--- src/sv/edd_pkg.sv ---
// ----------------------------------------------------------------------------
// edd_pkg
// Shared constants and types for the error diffusion dither block.
// ----------------------------------------------------------------------------
package edd_pkg;

	// default build-time settings
	localparam int MAX_WIDTH_DEF = 1024;
	localparam int FRAC_BITS_DEF = 4;

	// field widths
	localparam int PIX_W      = 8;
	localparam int IMG_W_W    = 11;
	localparam int THR_W      = 12;
	localparam int CFG_DATA_W = 12;

	// error weights are in sixteenths
	localparam int WEIGHT_SHIFT = 4;

	// register reset values
	localparam logic [IMG_W_W-1:0] IMG_W_RST = 11'd1024;
	localparam logic [THR_W-1:0]   THR_RST   = 12'd2040;

	// configuration register indexes
	typedef enum logic [0:0] {
		REG_IMAGE_WIDTH = 1'b0,
		REG_THRESHOLD   = 1'b1
	} cfg_reg_t;

endpackage

--- src/sv/edd_chan.sv ---
// ----------------------------------------------------------------------------
// edd_chan
// One color channel: accumulate diffused error, quantize to one bit and split
// the quantization error into its right and below-row shares.
// ----------------------------------------------------------------------------
module edd_chan #(
	parameter int FRAC_BITS = edd_pkg::FRAC_BITS_DEF
) (
	input  logic [edd_pkg::PIX_W-1:0]  pix,
	input  logic [edd_pkg::THR_W-1:0]  threshold,
	input  logic                       use_line,
	input  logic signed [FRAC_BITS+9:0] right_carry,
	input  logic signed [FRAC_BITS+9:0] line_err,
	input  logic signed [FRAC_BITS+9:0] below_part,
	input  logic signed [FRAC_BITS+9:0] below_right_part,
	output logic                       bit_out,
	output logic signed [FRAC_BITS+9:0] right_new,
	output logic signed [FRAC_BITS+9:0] below_left_new,
	output logic signed [FRAC_BITS+9:0] below_new,
	output logic signed [FRAC_BITS+9:0] below_right_new
);

	import edd_pkg::*;

	localparam int ACC_W = FRAC_BITS + 10;
	localparam int SUM_W = ACC_W + 4;

	// clamp a wide sum to the accumulator range
	function automatic logic signed [ACC_W-1:0] sat(input logic signed [SUM_W-1:0] v);
		logic signed [ACC_W-1:0] r;
		if (v[SUM_W-1:ACC_W-1] == {(SUM_W-ACC_W+1){v[SUM_W-1]}}) begin
			r = v[ACC_W-1:0];
		end else if (v[SUM_W-1]) begin
			r = {1'b1, {(ACC_W-1){1'b0}}};
		end else begin
			r = {1'b0, {(ACC_W-1){1'b1}}};
		end
		return r;
	endfunction

	function automatic logic signed [SUM_W-1:0] ext(input logic signed [ACC_W-1:0] v);
		return $signed({{(SUM_W-ACC_W){v[ACC_W-1]}}, v});
	endfunction

	logic signed [SUM_W-1:0] pix_fx;
	logic signed [SUM_W-1:0] line_term;
	logic signed [SUM_W-1:0] sum_raw;
	logic signed [ACC_W-1:0] acc;
	logic signed [SUM_W-1:0] acc_ext;
	logic signed [SUM_W-1:0] thr_ext;
	logic signed [SUM_W-1:0] full_ext;
	logic signed [SUM_W-1:0] err;
	logic signed [SUM_W-1:0] p7;
	logic signed [SUM_W-1:0] p3;
	logic signed [SUM_W-1:0] p5;

	// pixel in fixed point plus incoming errors
	assign pix_fx    = $signed({{(SUM_W-PIX_W-FRAC_BITS){1'b0}}, pix, {FRAC_BITS{1'b0}}});
	assign line_term = use_line ? ext(line_err) : '0;
	assign sum_raw   = pix_fx + ext(right_carry) + line_term;
	assign acc       = sat(sum_raw);
	assign acc_ext   = ext(acc);

	// quantize against the threshold
	assign thr_ext = $signed({{(SUM_W-THR_W){1'b0}}, threshold});
	assign bit_out = acc_ext > thr_ext;

	// quantization error
	assign full_ext = $signed({{(SUM_W-PIX_W-FRAC_BITS){1'b0}}, {PIX_W{1'b1}},
		{FRAC_BITS{1'b0}}});
	assign err      = acc_ext - (bit_out ? full_ext : '0);

	// weighted shares, floored by arithmetic shift
	assign p7 = (err <<< 3) - err;
	assign p3 = (err <<< 1) + err;
	assign p5 = (err <<< 2) + err;

	assign right_new       = sat(p7 >>> WEIGHT_SHIFT);
	assign below_left_new  = sat(ext(below_part) + (p3 >>> WEIGHT_SHIFT));
	assign below_new       = sat(ext(below_right_part) + (p5 >>> WEIGHT_SHIFT));
	assign below_right_new = sat(err >>> WEIGHT_SHIFT);

endmodule

--- config.mk ---
export PLATFORM = sky130hd
export DESIGN_NAME = edd_chan
export DESIGN_NICKNAME = d
export VERILOG_FILES = /design/src/sv/edd_pkg.sv /design/src/sv/edd_chan.sv
export SDC_FILE = /design/constraint.sdc
export NUM_CORES = 1
export LEC_CHECK = 0
export ABC_CLOCK_PERIOD_IN_PS = 17600
export BUFFER_PORTS_ARGS = -buffer_cell sky130_fd_sc_hd__buf_2
export CAP_MARGIN = 20
export CORE_MARGIN = 10
export CORE_UTILIZATION = 45
export DETAILED_ROUTE_END_ITERATION = 8
export PLACE_DENSITY = 0.73
export SYNTH_ARGS = -nofsm -noshare
export SYNTH_HDL_FRONTEND = slang
export SYNTH_SLANG_ARGS = --single-unit
--- constraint.sdc ---
create_clock -name vclk -period 17.6
set_input_delay 3.52 -clock vclk [all_inputs]
set_output_delay 3.52 -clock vclk [all_outputs]
set_load 0.01 [all_outputs]
==> results of run 1 <==
-- metrics by stage --
step	instance area (um^2)	setup WS, ns	instances
floorplan	5170	1.01	720
finish	6080	0.985	990
detailed placement	6000	0.403	989
CTS	6000	0.343	989
global route	6080	0.0226	990
global placement	6000	0.540	989
-- worst max-delay path, delay by kind of cell --
family                   cells  cell delay (ns)
AO/OA/AOI/OAI               23             4.40
AND/OR/NAND/NOR             11             1.56
XOR/XNOR                     1             0.21
adder cells (fa/ha/maj)      7             2.44
buffers and inverters        6             0.95
-- layout make-up --
type | count | area, um^2
fillers | 1170 | 5240
inverters | 73 | 274
multi-input cells | 630 | 4890
well taps | 143 | 179
repair buffers | 144 | 746
-- how the worst max path moves through the flow --
| stage | from | endpoint | slack, ns | cells after the start |
|---|---|---|---|---|
| floorplan | use_line | below_new[7] | 1.01 | 46 |
| global placement | use_line | below_new[3] | 0.54 | 49 |
| detailed placement | use_line | below_new[5] | 0.40 | 46 |
| CTS | use_line | below_new[5] | 0.34 | 46 |
| global route | use_line | below_new[2] | 0.02 | 48 |
| finish | use_line | below_new[2] | 0.99 | 48 |
-- per-layer routing --
metal / global-route usage (%) / routed length [um] / vias to the layer above
li1: - / - / 2865
met1: 21.2 / 6550 / 2457
met2: 30.3 / 6870 / 134
met3: 2.40 / 820 / 8
met4: 0.603 / 46 / 0
met5: 0 / 0 / -
-- synth_stat cells (5+ instances only) --
library cell	n	area [um^2]
nor3_1	11	55.1
fa_1	12	240
xnor2_1	46	403
a2111oi_0	6	52.6
nor2_1	54	203
nand2_1	51	191
nand3_1	15	75.1
clkbuf_1	9	33.8
nand2b_1	11	68.8
o21a_1	10	75.1
a21oi_1	80	400
and2_1	17	106
o21ai_0	48	240
a211oi_1	13	97.6
o211ai_1	7	52.6
xor2_1	17	149
a21o_1	31	233
o31ai_1	6	45.0
and3_1	5	31.3
ha_1	105	1310
o21bai_1	10	75.1
nor2b_1	7	43.8
inv_1	72	270
or2_2	5	31.3
-- logic make-up after synthesis --
group | Yosys count | synth area share [%]
adders and majority gates | 119 | 30.5
and+or+nand+nor | 192 | 18.0
AOI/OAI and AO/OA | 255 | 33.6
buffers and inverters | 90 | 6.97
xor gates and xnor gates | 64 | 11.0
-- timing repair --
| item | 4_1_cts | 5_1_grt |
|---|---|---|
| endpoints found under the hold margin | 0 | 0 |
| gates resized for setup | 0 | 18 |
| setup endpoints to repair | 0 | 27 |
| buffers inserted | 0 | 1 |
==> out/metrics.yaml, run 1 <==
start_util_pct: 45.7
grt_overflow: 0
die_x_um: 127
syn-cell-area_um2: 5170
maxClockFrequency_mhz: 60.2
port_buffers: 134
area_delta_synth_final_pct: 17.7
hpwlAfterDp_mm: 12.7
cp.arrival_ns: 13.09
most-common-layout-cells: "134 x buf_2, 104 x ha_1, 79 x a21oi_1"
synthCells: 720
io_pins: 134
required_ns: 14.08
ctsHoldBuffers: 0
min_path_type: "input pin to output port"
status: "finished clean"
viasPerCell: 5.52
yosysUniqueCellTypes: 69
layout-drive-gt1-share_pct: 20.8
min_to: "below_left_new[0]"
rows: 39
hold_depth: 5
route.vias.total: 5464
antenna_left: 0
die_area_um2: 16200
nets: 1043
n_clock_buffer: 0
slew_headroom_pct: 54.8
grt_use_total_pct: 16.7
dr.pass1.iters: 5
endpoint_kind: "output port"
synth.net_count: 914
slew_viol_final: 0
core_area_um2: 11300
avgSynthCellArea_um2: 7.18
maxCapViolCount: 0
setup_viol_count_final: 0
first_global_vias: 5406
yosysWarningCount: 0
drc: 0
routed_wl_mm: 14.3
startpoint_type: "input pin"
final_common_cell: "buf_2"
cp_max_fo: 14
n_antenna_cell: 0
min_from: "below_part[0]"
fin_crit_sh_pct: 94.4
worst_path_largest_cell_delay_ns: 0.45
yosysSeqAreaShare_pct: 0
post-route-util_pct: 53.7
fin_crit_ns: 16.61
rsz0062_at_grt: "no"
antenna_found_initial: 0
hold_ws_ns: 7.54
gp_congestion: 0.913
hold_violations: 0
register_area_um2: 0
drtIter0Drc: 280
grt_max_degree: 16
design.seq.count: 0
worst_pin_slew_ns: 0.672
setup_tns_ns: 0
avgRoutedWirePerCell_um: 14.4
grt_pass1_wl_mm: 24.2
cp_slowest_cell: "o41a_1"
die_h_um: 127
path_class: "input pin to output port"
Power of run 1 is not shown: default switching activity piles up to over one toggle a cycle in this logic, so the estimate is an artifact.
==> inputs of run 2 (changes only) <==
--- a/config.mk
+++ b/config.mk
@@ -9,9 +9,9 @@
 export BUFFER_PORTS_ARGS = -buffer_cell sky130_fd_sc_hd__buf_2
 export CAP_MARGIN = 20
 export CORE_MARGIN = 10
-export CORE_UTILIZATION = 45
+export CORE_UTILIZATION = 50
 export DETAILED_ROUTE_END_ITERATION = 8
-export PLACE_DENSITY = 0.73
+export PLACE_DENSITY = 0.79
 export SYNTH_ARGS = -nofsm -noshare
 export SYNTH_HDL_FRONTEND = slang
 export SYNTH_SLANG_ARGS = --single-unit
==> run 2 against run 1 <==
Effect of this change: flip-flop and latch count is the same; largest cell class unchanged; global-route usage is 1.8 points higher; via count is 2.0% higher; highest routed layer unchanged; hold slack gained 0.012 ns; worst setup slack worse by 0.066 ns; core utilization up 5.5 points.
==> out/metrics.yaml, run 2 (synthesized netlist as in run 1, its figures left out) <==
status: "finished clean"  # unchanged
grt_use_total_pct: 18.5  # was 16.7%
n_antenna_cell: 0  # unchanged
first_global_vias: 5409  # was 5406
gp_congestion: 0.899  # was 0.913
ctsHoldBuffers: 0  # unchanged
die_x_um: 122  # was 127 um
n_clock_buffer: 0  # unchanged
antenna_left: 0  # unchanged
startpoint_type: "input pin"  # unchanged
cp_slowest_cell: "fa_1"  # was o41a_1
worst_path_largest_cell_delay_ns: 0.43  # was 0.45 ns
design.seq.count: 0  # unchanged
cp_max_fo: 14  # unchanged
rows: 37  # was 39
slew_headroom_pct: 49.2  # was 54.8%
fin_crit_sh_pct: 94.8  # was 94.4%
avgRoutedWirePerCell_um: 14.7  # was 14.4 um
viasPerCell: 5.67  # was 5.52
core_area_um2: 10200  # was 11300 um^2
endpoint_kind: "output port"  # unchanged
crit_path_frequent_cell: "ha_1"
register_area_um2: 0  # unchanged
most-common-layout-cells: "134 x buf_2, 105 x ha_1, 80 x a21oi_1"  # was 134 x buf_2, 104 x ha_1, 79 x a21oi_1
fill_cells: 992  # was 1170
hpwlAfterDp_mm: 12.7  # about the same
nets: 1044  # was 1043
finalNonFillerCells: 984  # was 990
fin_crit_ns: 16.68  # was 16.61 ns
layout-drive-gt1-share_pct: 20.4  # was 20.8%
slew_viol_final: 0  # unchanged
start_util_pct: 50.8  # was 45.7%
area_delta_synth_final_pct: 16.7  # was 17.7%
required_ns: 14.08  # about the same
cp.arrival_ns: 13.16  # was 13.09 ns
post_cts_buffers: 0  # unchanged
die_area_um2: 14800  # was 16200 um^2
drc: 0  # unchanged
hold_violations: 0  # unchanged
grt_max_degree: 16  # unchanged
antenna_found_initial: 0  # unchanged
grt_overflow: 0  # unchanged
worst_pin_slew_ns: 0.759  # was 0.672 ns
setup_viol_count_final: 0  # unchanged
final_common_cell: "buf_2"  # unchanged
routed_wl_mm: 14.5  # was 14.3 mm
drtIter0Drc: 325  # was 280
route.vias.total: 5576  # was 5464
min_path_type: "input pin to output port"  # unchanged
grt_pass1_wl_mm: 24.2  # about the same
dp_cells: 984  # was 989
cts_resized: 0  # unchanged
maxCapViolCount: 0  # unchanged
multi_input_area_um2: 4840  # was 4890 um^2
io_pins: 134  # unchanged
maxClockFrequency_mhz: 59.9  # was 60.2 MHz
path_class: "input pin to output port"  # unchanged
dr.pass1.iters: 5  # unchanged
port_buffers: 134  # unchanged
die_h_um: 122  # was 127 um
## run 2: path summary, 6_finish.rpt
| check | from | end | slack (ns) | cells after the start |
|---|---|---|---|---|
| max | use_line | below_new[12] | 0.92 | 49 |
| min | below_part[0] | below_left_new[0] | 7.55 | 5 |
## run 2: critical path: cells and delay by family
family,cells,cell delay (ns)
AO/OA/AOI/OAI,20,4.25
XOR/XNOR,3,0.70
buffers and inverters,8,1.23
adder cells (fa/ha/maj),7,2.38
AND/OR/NAND/NOR,11,1.08
## run 2: per-layer routing
| layer | GRT usage, % | up-vias | share of wire, % |
|---|---|---|---|
| li1 | - | 2872 | - |
| met1 | 22.8 | 2541 | 44 |
| met2 | 34.4 | 151 | 49 |
| met3 | 2.50 | 12 | 6.1 |
| met4 | 1.42 | 0 | 0.85 |
| met5 | 0 | - | 0 |
## run 2: cell type report
| type | count | share of cell area (%) |
|---|---|---|
| inverter | 73 | 4.54 |
| multi-input combinational | 630 | 80.2 |
| tap | 136 | 2.82 |
| timing repair buffer | 145 | 12.5 |
## run 2: metrics by stage
| stage | setup slack [ns] | cell area [um^2] | TNS, ns | hold slack, ns | utilization (%) |
|---|---|---|---|---|---|
| detailed placement | 0.539 | 6010 | 0 | 7.55 | 59.0 |
| finish | 0.919 | 6040 | 0 | 7.55 | 59.3 |
| floorplan | 1.01 | 5170 | 0 | 7.37 | - |
| global placement | 0.673 | 6010 | 0 | 7.56 | 59.0 |
| global route | -0.0427 | 6040 | -0.113 | 7.59 | 59.3 |
| CTS | 0.525 | 6010 | 0 | 7.56 | 59.0 |
Power of run 2 is left out for the same reason.
